File: src/hdl/gcsa_pkg.sv
`timescale 1ns / 1ps
`default_nettype none

package gcsa_pkg;

    // Request action codes.
    localparam logic [1:0] ACT_ALLOCATE = 2'd0;
    localparam logic [1:0] ACT_VALIDATE = 2'd1;
    localparam logic [1:0] ACT_RELEASE  = 2'd2;

    // Response status codes.
    localparam logic [1:0] STAT_OK      = 2'd0;
    localparam logic [1:0] STAT_FULL    = 2'd1;
    localparam logic [1:0] STAT_INVALID = 2'd2;

    // Field widths fixed by the interface.
    localparam int PIN_W   = 6;
    localparam int FREQ_W  = 26;
    localparam int RES_W   = 5;
    localparam int HSLOT_W = 8;
    localparam int HTAG_W  = 16;
    localparam int OSLOT_W = 4;

    // Requested PWM setup kept in each slot.
    typedef struct packed {
        logic [PIN_W-1:0]  pin;
        logic [FREQ_W-1:0] frequency;
        logic [RES_W-1:0]  resolution;
    } slot_cfg_t;

    typedef struct packed {
        logic [1:0]         action;
        logic [PIN_W-1:0]   req_pin;
        logic [FREQ_W-1:0]  req_frequency;
        logic [RES_W-1:0]   req_resolution;
        logic [HSLOT_W-1:0] handle_slot;
        logic [HTAG_W-1:0]  handle_tag;
    } req_t;

    typedef struct packed {
        logic [1:0]         status;
        logic [OSLOT_W-1:0] slot;
        logic [HTAG_W-1:0]  tag;
        logic [PIN_W-1:0]   held_pin;
        logic [FREQ_W-1:0]  held_frequency;
        logic [RES_W-1:0]   held_resolution;
    } rsp_t;

endpackage

`default_nettype wire

File: src/hdl/gcsa_slot_mem.sv
`timescale 1ns / 1ps
`default_nettype none

module gcsa_slot_mem
    import gcsa_pkg::*;
#(
    parameter int SLOT_COUNT = 16,
    parameter int TAG_BITS   = 16,
    parameter int SLOT_W     = 4
)
(
    input  wire logic                clk,
    input  wire logic                we,
    input  wire logic [SLOT_W-1:0]   waddr,
    input  wire logic [TAG_BITS-1:0] wtag,
    input  wire slot_cfg_t           wcfg,
    input  wire logic                re,
    input  wire logic [SLOT_W-1:0]   raddr,
    output logic [TAG_BITS-1:0]      rtag,
    output slot_cfg_t                rcfg
);

    localparam int ENTRY_W = TAG_BITS + $bits(slot_cfg_t);

    logic [ENTRY_W-1:0] mem [SLOT_COUNT];
    logic [ENTRY_W-1:0] rdata_reg;

    // Write port.
    always_ff @(posedge clk)
    begin
        if (we)
        begin
            mem[waddr] <= {wtag, wcfg};
        end
    end

    // Registered read port; data holds until the next read.
    always_ff @(posedge clk)
    begin
        if (re)
        begin
            rdata_reg <= mem[raddr];
        end
    end

    assign rtag = rdata_reg[ENTRY_W-1 -: TAG_BITS];
    assign rcfg = rdata_reg[$bits(slot_cfg_t)-1:0];

endmodule

`default_nettype wire

File: src/hdl/gcsa_free_find.sv
`timescale 1ns / 1ps
`default_nettype none

module gcsa_free_find
#(
    parameter int SLOT_COUNT = 16,
    parameter int SLOT_W     = 4
)
(
    input  wire logic [SLOT_COUNT-1:0] taken,
    output logic                       found,
    output logic [SLOT_W-1:0]          idx
);

    // Priority encoder: the lowest free slot wins.
    always_comb
    begin
        found = 1'b0;
        idx   = '0;
        for (int i = SLOT_COUNT - 1; i >= 0; i--)
        begin
            if (!taken[i])
            begin
                found = 1'b1;
                idx   = SLOT_W'(i);
            end
        end
    end

endmodule

`default_nettype wire

File: src/hdl/generation_checked_slot_allocator_unit.sv
`timescale 1ns / 1ps
`default_nettype none
// An accepted request and its slot memory read are registered; the lookup state then executes it
// and registers the response once the output register is free. Requests are taken only in idle,
// not before the previous one leaves lookup, yet while its response still waits in the output register.
// Reset clears the taken flags and the tag counter; slot memory contents are read
// only for taken slots and need no clearing.

module generation_checked_slot_allocator_unit
    import gcsa_pkg::*;
#(
    parameter int SLOT_COUNT = 16,
    parameter int TAG_BITS   = 16
)
(
    input  wire logic clk,
    input  wire logic rst_n,
    input  wire logic req_valid,
    output logic      req_ready,
    input  wire req_t req_data,
    output logic      rsp_valid,
    input  wire logic rsp_ready,
    output rsp_t      rsp_data
);

    localparam int SLOT_W = (SLOT_COUNT > 1) ? $clog2(SLOT_COUNT) : 1;
    localparam int CMP_W  = (TAG_BITS > HTAG_W) ? TAG_BITS : HTAG_W;

    typedef enum logic
    {
        ST_IDLE,
        ST_LOOKUP
    } state_t;

    state_t                  state_reg, state_next;
    req_t                    req_reg;
    rsp_t                    rsp_reg, rsp_next;
    logic                    rsp_valid_reg, rsp_valid_next;
    logic [SLOT_COUNT-1:0]   taken_reg, taken_next;
    logic [TAG_BITS-1:0]     next_tag_reg, next_tag_next;

    logic                    accept;
    logic                    out_free;
    logic                    free_found;
    logic [SLOT_W-1:0]       free_idx;
    logic                    in_range;
    logic [SLOT_W-1:0]       hidx;
    logic [SLOT_W-1:0]       acc_idx;
    logic                    tag_match;
    logic                    handle_ok;
    logic                    mem_we;
    logic [TAG_BITS-1:0]     mem_rtag;
    slot_cfg_t               mem_rcfg;
    slot_cfg_t               mem_wcfg;

    assign accept    = req_valid && req_ready;
    assign out_free  = !rsp_valid_reg || rsp_ready;
    assign req_ready = (state_reg == ST_IDLE);
    assign rsp_valid = rsp_valid_reg;
    assign rsp_data  = rsp_reg;

    assign acc_idx = req_data.handle_slot[SLOT_W-1:0];

    gcsa_free_find #(
        .SLOT_COUNT (SLOT_COUNT),
        .SLOT_W     (SLOT_W)
    ) u_free_find (
        .taken (taken_reg),
        .found (free_found),
        .idx   (free_idx)
    );

    assign mem_wcfg = '{pin:        req_reg.req_pin,
                        frequency:  req_reg.req_frequency,
                        resolution: req_reg.req_resolution};

    gcsa_slot_mem #(
        .SLOT_COUNT (SLOT_COUNT),
        .TAG_BITS   (TAG_BITS),
        .SLOT_W     (SLOT_W)
    ) u_slot_mem (
        .clk   (clk),
        .we    (mem_we),
        .waddr (free_idx),
        .wtag  (next_tag_reg),
        .wcfg  (mem_wcfg),
        .re    (accept),
        .raddr (acc_idx),
        .rtag  (mem_rtag),
        .rcfg  (mem_rcfg)
    );

    // Handle check on the registered request and the slot read.
    assign in_range  = ({1'b0, req_reg.handle_slot} < (HSLOT_W + 1)'(SLOT_COUNT));
    assign hidx      = req_reg.handle_slot[SLOT_W-1:0];
    assign tag_match = (CMP_W'(mem_rtag) == CMP_W'(req_reg.handle_tag));
    assign handle_ok = ((req_reg.action == ACT_VALIDATE) || (req_reg.action == ACT_RELEASE))
                       && in_range && taken_reg[hidx] && tag_match;

    // Request execution in the lookup state.
    always_comb
    begin
        state_next     = state_reg;
        rsp_next       = rsp_reg;
        rsp_valid_next = rsp_valid_reg && !rsp_ready;
        taken_next     = taken_reg;
        next_tag_next  = next_tag_reg;
        mem_we         = 1'b0;

        unique case (state_reg)
            ST_IDLE:
            begin
                if (accept)
                begin
                    state_next = ST_LOOKUP;
                end
            end
            ST_LOOKUP:
            begin
                if (out_free)
                begin
                    state_next     = ST_IDLE;
                    rsp_valid_next = 1'b1;
                    rsp_next       = '0;
                    if (req_reg.action == ACT_ALLOCATE)
                    begin
                        if (free_found)
                        begin
                            mem_we                   = 1'b1;
                            taken_next[free_idx]     = 1'b1;
                            next_tag_next            = next_tag_reg + 1'b1;
                            rsp_next.status          = STAT_OK;
                            rsp_next.slot            = OSLOT_W'(free_idx);
                            rsp_next.tag             = HTAG_W'(next_tag_reg);
                            rsp_next.held_pin        = req_reg.req_pin;
                            rsp_next.held_frequency  = req_reg.req_frequency;
                            rsp_next.held_resolution = req_reg.req_resolution;
                        end
                        else
                        begin
                            rsp_next.status = STAT_FULL;
                        end
                    end
                    else
                    begin
                        rsp_next.slot = in_range ? OSLOT_W'(req_reg.handle_slot) : '0;
                        if (!handle_ok)
                        begin
                            rsp_next.status = STAT_INVALID;
                        end
                        else
                        begin
                            rsp_next.status = STAT_OK;
                            rsp_next.tag    = HTAG_W'(mem_rtag);
                            if (req_reg.action == ACT_VALIDATE)
                            begin
                                rsp_next.held_pin        = mem_rcfg.pin;
                                rsp_next.held_frequency  = mem_rcfg.frequency;
                                rsp_next.held_resolution = mem_rcfg.resolution;
                            end
                            else
                            begin
                                taken_next[hidx] = 1'b0;
                            end
                        end
                    end
                end
            end
            default:
            begin
                state_next = ST_IDLE;
            end
        endcase
    end

    // State and registered outputs.
    always_ff @(posedge clk or negedge rst_n)
    begin
        if (!rst_n)
        begin
            state_reg     <= ST_IDLE;
            req_reg       <= '0;
            rsp_reg       <= '0;
            rsp_valid_reg <= 1'b0;
            taken_reg     <= '0;
            next_tag_reg  <= '0;
        end
        else
        begin
            state_reg     <= state_next;
            rsp_reg       <= rsp_next;
            rsp_valid_reg <= rsp_valid_next;
            taken_reg     <= taken_next;
            next_tag_reg  <= next_tag_next;
            if (accept)
            begin
                req_reg <= req_data;
            end
        end
    end

endmodule

`default_nettype wire

File: config.mk
export PLATFORM = sky130hd
export DESIGN_NAME = generation_checked_slot_allocator_unit
export DESIGN_NICKNAME = d
export VERILOG_FILES = /design/src/hdl/gcsa_pkg.sv /design/src/hdl/gcsa_slot_mem.sv /design/src/hdl/gcsa_free_find.sv /design/src/hdl/generation_checked_slot_allocator_unit.sv
export SDC_FILE = /design/constraint.sdc
export NUM_CORES = 1
export LEC_CHECK = 0
export ABC_AREA = 1
export ABC_CLOCK_PERIOD_IN_PS = 9650
export BUFFER_PORTS_ARGS = -buffer_cell sky130_fd_sc_hd__buf_2
export CORE_MARGIN = 2
export CORE_UTILIZATION = 60
export CTS_BUF_LIST = sky130_fd_sc_hd__clkbuf_4 sky130_fd_sc_hd__clkbuf_8
export CTS_CLUSTER_DIAMETER = 60
export DETAILED_ROUTE_END_ITERATION = 12
export PLACE_DENSITY = 0.77
export SKIP_CTS_REPAIR_TIMING = 1
export SLEW_MARGIN = 20
export SYNTH_ARGS = -nofsm -noshare
export SYNTH_HDL_FRONTEND = slang
export SYNTH_SLANG_ARGS = --single-unit
File: constraint.sdc
create_clock -name clk -period 9.65 [get_ports clk]
set_input_delay 0.4825 -clock clk [delete_from_list [all_inputs] [get_ports clk]]
set_output_delay 0.4825 -clock clk [all_outputs]
set_load 0.01 [all_outputs]
* Word-level counts from Yosys, hierarchy flattened *
Memory sizes are Yosys's and may differ from the RTL's. A register that Yosys moved wholly into a read port is not among the register bits.
Index checks and enable logic that the tools add are counted.

storage, ports and cells
  output and inout bits = 61
  bits in registers = 156
  RAM bits = 848
  bits of input ports = 67
  memories = 1
  logic and storage cells = 108

operators by class
  bitwise gates (word level) = 4
  $lt $le $gt $ge = 5
  muxes and demuxes = 60
  reduce and logical (&&, ||, !) cells = 16
  equality and inequality tests = 5
  $add $sub $neg = 1

memories
  memory          depth  bits a word  rd ports  clocked after Yosys merged registers in  wr ports  RTL line             text
  u_slot_mem.mem  16     53           1         1                                        1         gcsa_slot_mem.sv:25  logic [ENTRY_W-1:0] mem [SLOT_COUNT];

operators by type and width
  cell                     number
  $mux W4                  17
  $mux W16                 4
  $mux W59                 1
  $mux W57                 1
  $mux W53                 1
  $mux W37                 1
  $mux W1                  30
  $add A16 B1 Y16 const B  1
  $and A16 B16 Y16         1
  $eq A16 B16 Y1           1
  $not A16 Y16             1
  $or A16 B16 Y16          1
  $lt A4 B5 Y1 const B     2
  $demux W1 S4             2
  $ge A4 B1 Y1 const B     2
  $lt A8 B5 Y1 const B     1
  $logic_and A1 B1 Y1      7
  $reduce_and A5 Y1        1
  $bmux W1 S4              1
  $ne A2 B2 Y1 const B     2
  $reduce_and A4 Y1        1
  $eq A2 B1 Y1 const B     1
  $eq A2 B2 Y1 const B     1
  $logic_not A1 Y1         2
  7 further kinds          8

* Longest topological paths before layout *
Gate-level depths: netlist (run 1).

  depth in word-level cells = 23
  depth in mapped cells = 18
  depth with buffers taken out = 18

* Hierarchy *
Synthesis (run 1) repeated with hierarchy kept, for this count alone.

unflattened totals
  cells, all modules = 4545
  area, all modules = 45856.5 µm²

modules (own cells, without submodules)
  module                                  times used  cells an instance  area an instance (µm²)
  gcsa_slot_mem                           1           3491               37785.0
  generation_checked_slot_allocator_unit  1           1016               7906.3
  gcsa_free_find                          1           38                 165.2

* Worst setup path before layout (run 1) *
Ideal clock, no wire load.

  path type = register to register
  from = register taken_reg[15]
  to = memory u_slot_mem.mem[5][0] (netlist bit), enable pin
  library setup time = 0.464 ns
  arrival time = 3.630 ns
  stages on the path, launching flop included = 18
  path buffers = 0
  setup slack = 5.556 ns
  clock period less this slack = 4.094 ns
  cell sequence = dfrtp_1 -> inv_1 -> nand2_1 -> nand2_1 -> nand2_1 -> nand2_1 -> nand2_1 -> nand2_1 -> nand2_1 -> nand2_1 -> nand2_1 -> nand2_1 -> nand2_1 -> nand2_2 -> nand2_2 -> nand2_4 -> nand4_1 -> nor2_1

on the way
  longest elaborated chain between the ends = 22
  elaborated cells on any way between the ends = 38

ends and longest elaborated chain
  what                           RTL line                                       text
  from (decl)                    generation_checked_slot_allocator_unit.sv:39   logic [SLOT_COUNT-1:0] taken_reg, taken_next;
  from (signal assigned)         generation_checked_slot_allocator_unit.sv:193  taken_reg <= taken_next;
  $mux W1 (16 in a row)          gcsa_free_find.sv:22                           if (!taken[i])
  $mux W1                        generation_checked_slot_allocator_unit.sv:127  if (free_found)
  $mux W1                        generation_checked_slot_allocator_unit.sv:125  if (req_reg.action == ACT_ALLOCATE)
  $mux W1                        generation_checked_slot_allocator_unit.sv:120  if (out_free)
  $mux W1                        generation_checked_slot_allocator_unit.sv:110  unique case (state_reg)
  $mux W1                        gcsa_slot_mem.sv:31                            if (we)
  $mux W1 (not written as such)  gcsa_slot_mem.sv:33                            mem[waddr] <= {wtag, wcfg};
  to (decl)                      gcsa_slot_mem.sv:25

Parallel ways exist; a longest one is shown, timed or not.

* Worst setup path in the final report (run 1) *
  from = register taken_reg[14]
  to = memory u_slot_mem.mem[11][33] (netlist bit), enable pin

on the way
  longest elaborated chain between the ends = 21
  elaborated cells on any way between the ends = 36

ends and longest elaborated chain
  what                           RTL line
  $mux W1 (15 in a row)          gcsa_free_find.sv:22
  $mux W1                        generation_checked_slot_allocator_unit.sv:127
  $mux W1                        generation_checked_slot_allocator_unit.sv:125
  $mux W1                        generation_checked_slot_allocator_unit.sv:120
  $mux W1                        generation_checked_slot_allocator_unit.sv:110
  $mux W1                        gcsa_slot_mem.sv:31
  $mux W1 (not written as such)  gcsa_slot_mem.sv:33

Parallel ways exist; a longest one is shown, timed or not.

==> results of run 1 <==
==> cells by family after synthesis <==
| logic type | after synthesis | synth area share (%) |
|---|---|---|
| and+or+nand+nor | 833 | 8.37 |
| buffers and inverters | 293 | 2.91 |
| muxes | 166 | 3.96 |
| adders and majority gates | 3 | 0.0894 |
| AOI/OAI and AO/OA | 604 | 10.5 |
| DFF | 1057 | 73.7 |
| xor gates and xnor gates | 23 | 0.480 |
==> layout make-up <==
cell class	instances	area [sq um]
fillers	4469	21600
multi-input cells	1629	9930
diodes	1	2.50
well taps	931	1160
clock buffers	237	2910
inverters	94	374
repair buffers	226	1640
flip-flops and latches	1057	31000
clock inverters	57	397
==> power groups by stage <==
stage | clock network, mW | logic [mW] | registers [mW]
2_1_floorplan | 0 | 0.572 | 5.71
3_3_place_gp | 0 | 0.889 | 5.78
3_5_place_dp | 0 | 0.915 | 5.80
4_1_cts | 3.78 | 0.921 | 5.71
5_1_grt | 3.98 | 1.03 | 5.75
6_report | 3.75 | 0.953 | 5.71
==> routing by layer <==
layer	vias to the layer above	share of wire, %
met5	-	0
met3	244	9.4
met4	0	3.0
met1	13400	39
met2	1557	48
li1	11600	-
==> synthesized netlist by cell type, types with 6 or more instances <==
library cell  instances
o221ai_1            175
nor2_1              348
nor3_1               11
o211ai_1             53
a22oi_1               9
clkbuf_1            129
nand2_1             316
nand4_1              31
nand2_4               6
inv_1                84
o221ai_2             30
xor2_1               19
o22ai_1               8
o21ai_0             269
buf_1                16
dfrtp_1             156
o32ai_1              42
nand3_1             101
buf_6                 7
edfxtp_1            901
buf_2                44
o21ai_2               6
mux2i_1             166
==> worst paths after layout <==
path / startpoint / slack [ps] / end
setup / recovery: taken_reg[14] / 5760 / u_slot_mem.mem[11][33]
hold / removal: rst_n / 140 / hidx[2]
min in group clk: req_data[18] / 330 / hidx[2]
hold reg to reg: req_reg[23] / 480 / req_reg[23]
setup reg to reg: taken_reg[14] / 5760 / u_slot_mem.mem[11][33]
max in group asynchronous: rst_n / 8250 / req_reg[10]
==> results.json, run 1 <==
{
  "status": "finished clean",
  "p_per_area_nw_per_um2": 220,
  "switching_share_pct": 25.7,
  "synth.largest_area_cell": "edfxtp_1",
  "grt_max_degree": 210,
  "hpwlAfterDp_um": 49700,
  "tns_ps": 0,
  "io_pins": 128,
  "hold_viol": 0,
  "cts_buffers": 159,
  "drtAntennaViolNets": 0,
  "final_util_pct": 68.7,
  "crit_cells": 12,
  "critPathArrivalTime_ps": 4310,
  "fmax_mhz": 257,
  "seq_area_frac_synth_pct": 73.7,
  "vias": 26800,
  "ys.flop_type": "edfxtp_1",
  "largest_register_ffs": 848,
  "critPathKind": "reg2reg",
  "sequentialPowerShare_pct": 54.9,
  "crit_chain": "nand2_1 > nand3_1 > nand3_1 > nand3_1 > nand3_1 > nand3_1 > nand3_1 > nand3_1 > inv_1 > nand4_1 > nor2_4 > buf_4",
  "whs_ps": 141,
  "final_common_cell": "edfxtp_1",
  "vias_per_cell": 6.34,
  "cpMaxStageDelayCell": "nor2_4",
  "cp.required_ps": 10070,
  "p_leak_nw": 16.7,
  "drive_gt1_share_pct": 15.9,
  "worst_slack_ps": 5760,
  "finalWirelength_um": 103000,
  "path_clk_slew_ps": 60,
  "cts_tree": "built",
  "finalWeightedCongestion": 0.896,
  "ir_drop_mv": 0.144,
  "clkPwrFrac_pct": 36.0,
  "grt_overflow": 0,
  "p_int_mw": 7.74,
  "rsz0062_at_grt": "false",
  "tightestPinTransition_ps": 1210,
  "cts-root-buf": "clkbuf_8",
  "ys_types": 45,
  "cp_top_family": "simple AND/OR/NAND/NOR gates",
  "wl_per_cell_um": 24.3,
  "placed_area_sq_um": 43400,
  "core_sq_um": 68900,
  "syn_inst": 2979,
  "syn_nets": 3049,
  "synthTopCellsByArea": "edfxtp_1, dfrtp_1, mux2i_1",
  "stdcell_count": 4232,
  "row_count": 96,
  "fin_crit_sh_pct": 40.3,
  "critPathMaxStageDelay_ps": 780,
  "async_reset_ff_share_pct": 14.8,
  "clk_latency_ps": 810,
  "synth_edf_count": 901,
  "switching_power_mw": 2.67,
  "ys_warn_count": 0,
  "die_w_um": 269,
  "setup_viol_count_final": 0,
  "met1_usage_pct": 39.3,
  "grt_pass1_vias": 26100,
  "postLayoutCellArea_sq_um": 47400,
  "layout_common_cells": "edfxtp_1, nor2_1, nand2_1",
  "min_period_ps": 3890,
  "synthDominantCellAreaShare_pct": 64.4,
  "die_h_um": 269,
  "antenna_found_initial": 1,
  "finalPower_mw": 10.4,
  "drtIter0Drc": 3361,
  "timing.critical_path.buf_inv": 2,
  "initial_core_util_pct": 60.9,
  "port_buffers": 127,
  "syn-cell-area_sq_um": 42000,
  "critPathMaxFanout": 33,
  "dr.pass1.iters": 6,
  "r2r_cells": 12,
  "grt_util_met2_pct": 45.1,
  "nNetsFinal": 3237,
  "use_met3_pct": 5.45,
  "ys_ff_latch": 1057,
  "hold_class": "in2async",
  "grt_pass1_wl_um": 152000,
  "fin_worst_skew_ps": 39.6,
  "placedCellCount": 3874,
  "clk_path_buf_depth": 3,
  "worstSetupStartpointType": "flop",
  "cp_common_cell": "nand3_1",
  "numClockSinks": 1057,
  "avgSynthCellArea_sq_um": 14.1,
  "critPathCaptureType": "flop",
  "relSlewSlack_pct": 19.5,
  "grt_busiest_layer": "met2",
  "grtUsageTotal_pct": 28.3,
  "syn2layout_area_growth_pct": 12.8,
  "cap_violations": 0,
  "drv_slew": 0,
  "ctsHtreeMaxLevel": 4,
  "drc": 0,
  "pre_cts_ws_ps": 5880,
  "power_frac_comb_pct": 9.2,
  "dieArea_sq_um": 72100
}
No activity file was read; power rests on OpenSTA's default activity.
==> run 2: changes to the inputs <==
- ABC_AREA: 1 -> 0
- ABC_CLOCK_PERIOD_IN_PS: 9650 -> 3670
- clock period: 9.65 -> 3.67 ns (I/O delays scaled with it)
==> results.json, run 2 <==
{
  "cp.required_ps": 4150,
  "final_util_pct": 70.3,
  "synth_most_common_cell": "edfxtp_1",
  "worstSetupStartpointType": "flop",
  "port_buffers": 127,
  "drtAntennaViolNets": 0,
  "io_pins": 128,
  "sequentialPowerShare_pct": 56.0,
  "cts-root-buf": "clkbuf_8",
  "ys.flop_type": "edfxtp_1",
  "vias_per_cell": 6.51,
  "tns_ps": 0,
  "p_leak_nw": 16.0,
  "antenna_found_initial": 1,
  "whs_ps": 34.7,
  "p_per_area_nw_per_um2": 648,
  "grt_pass1_vias": 21100,
  "clk_path_buf_depth": 3,
  "p_int_mw": 22.1,
  "fillCellCount": 3814,
  "die_w_um": 263,
  "nNetsFinal": 2231,
  "grt_max_degree": 84,
  "hold_class": "in2async",
  "hold_viol": 0,
  "cts_buffers": 163,
  "pre_cts_ws_ps": 576,
  "critPathCaptureType": "flop",
  "wl_per_cell_um": 28.3,
  "syn_nets": 1916,
  "clkPwrFrac_pct": 32.6,
  "critPathMaxFanout": 21,
  "numClockSinks": 1057,
  "finalWeightedCongestion": 0.882,
  "drc": 0,
  "cpMaxStageDelayCell": "nor2_4",
  "synthTopCellsByArea": "edfxtp_1, mux4_2, dfrtp_1",
  "cts_tree": "built",
  "fin_worst_skew_ps": 36.0,
  "largest_register_ffs": 848,
  "drive_gt1_share_pct": 35.4,
  "switching_share_pct": 26.7,
  "finalWirelength_um": 89300,
  "path_clk_slew_ps": 60,
  "synth.largest_area_cell": "edfxtp_1",
  "postLayoutCellArea_sq_um": 46400,
  "grt_pass1_wl_um": 133000,
  "synth_common_cells": "edfxtp_1, mux4_2, dfrtp_1, mux2_2, clkbuf_1",
  "die_h_um": 263,
  "grtUsageTotal_pct": 26.3,
  "initial_core_util_pct": 60.9,
  "rsz0062_at_grt": "false",
  "async_reset_ff_share_pct": 14.8,
  "min_period_ps": 3240,
  "vias": 20600,
  "fmax_mhz": 309,
  "critPathArrivalTime_ps": 3720,
  "drv_slew": 0,
  "ir_drop_mv": 0.439,
  "tightestPinTransition_ps": 1110,
  "syn2layout_area_growth_pct": 15.3,
  "cap_violations": 0,
  "grt_overflow": 0,
  "ys_ff_latch": 1057,
  "ctsHtreeMaxLevel": 4,
  "syn_inst": 1846,
  "ys_warn_count": 0,
  "placed_area_sq_um": 42400,
  "core_sq_um": 66100,
  "row_count": 94,
  "timing.critical_path.buf_inv": 2,
  "layout_common_cells": "edfxtp_1, mux4_2, clkbuf_8",
  "seq_area_frac_synth_pct": 76.9,
  "power_frac_comb_pct": 11.4,
  "relSlewSlack_pct": 25.7,
  "final_common_cell": "edfxtp_1",
  "synthDominantCellAreaShare_pct": 67.2,
  "dr.pass1.iters": 6,
  "setup_viol_count_final": 0,
  "switching_power_mw": 8.03,
  "dieArea_sq_um": 69200,
  "clk_latency_ps": 810,
  "critPathMaxStageDelay_ps": 710,
  "critPathKind": "reg2reg",
  "cp_top_family": "simple AND/OR/NAND/NOR gates",
  "crit_chain": "inv_1 > ha_1 > nand2_1 > nor3_1 > nand3_1 > nor2_4 > buf_12",
  "drtIter0Drc": 2679,
  "worst_slack_ps": 429,
  "synth_edf_count": 901,
  "syn-cell-area_sq_um": 40300,
  "ys_types": 47,
  "avgSynthCellArea_sq_um": 21.8,
  "status": "finished clean",
  "hpwlAfterDp_um": 48500,
  "fin_crit_sh_pct": 88.3
}
[run 2: cell types whose count changed after synthesis, sizes merged, moves of 42 or more]
cell,previous run,this run
mux4,0,269
mux2i,166,0
mux2,0,61
nor2,356,24
o221ai,205,0
clkbuf,129,57
o32ai,42,0
nand2,328,41
inv,90,44
nand3,102,38
o21ai,277,51
o211ai,53,1
[run 2: cell type report]
type | instances | area (sq um) | area share, %
antenna | 1 | 2.50 | 0.00539
inverter | 44 | 165 | 0.356
clock buffer | 255 | 3050 | 6.57
timing repair buffer | 246 | 1990 | 4.29
multi-input combinational | 649 | 8890 | 19.2
sequential | 1057 | 31000 | 66.7
clock inverter | 45 | 289 | 0.622
tap | 864 | 1080 | 2.33
[run 2: kinds of logic after synthesis]
group | share of synthesized area, %
and+or+nand+nor | 1.82
muxes | 16.7
AOI/OAI and AO/OA | 2.39
buffers and inverters | 1.40
xor gates and xnor gates | 0.674
adders and majority gates | 0.0932
DFF | 76.9
[run 2: power by group through the flow]
stage          Sequential, mW  Clock [mW]  Combinational [mW]
4_1_cts                  16.9        9.99                3.34
3_5_place_dp             17.1           0                3.31
6_report                 16.9        9.81                3.43
5_1_grt                  17.1        10.5                3.65
2_1_floorplan            16.5           0                2.12
3_3_place_gp             16.9           0                3.19
[run 2: worst reg2reg max path: stages (launching register included)]
cell,delay (ps)
dfrtp_1,410
inv_1,110
ha_1,350
nand2_1,310
nor3_1,270
nand3_1,470
nor2_4,710
buf_12,270
[run 2: final timing paths]
| path | endpoint | slack, ps | start | depth (start not counted) |
|---|---|---|---|---|
| hold reg to reg | rsp_data[28] | 490 | u_slot_mem.rdata_reg[28] | 2 |
| max in group asynchronous | rsp_data[0] | 2720 | rst_n | 3 |
| setup reg to reg | u_slot_mem.mem[14][29] | 430 | req_reg[62] | 7 |
| hold / removal | req_reg[20] | 30 | rst_n | 2 |
| min in group clk | hidx[2] | 140 | req_data[18] | 2 |
| setup / recovery | u_slot_mem.mem[14][29] | 430 | req_reg[62] | 7 |
[run 2: stage by stage]
| stage | total power [mW] | cells |
|---|---|---|
| after floorplan | 18.6 | 1846 |
| after global placement | 20.1 | 2795 |
| after detailed placement | 20.4 | 2795 |
| after CTS | 30.2 | 3095 |
| after global routing | 31.2 | 3161 |
| final | 30.1 | 3161 |
[run 2: per-layer routing]
layer,routed length (um),up-vias,track usage (%)
met2,43900,1240,41.4
li1,-,8338,-
met1,35000,10800,37.3
met5,0,-,0
met4,1980,0,8.43
met3,8500,151,6.32
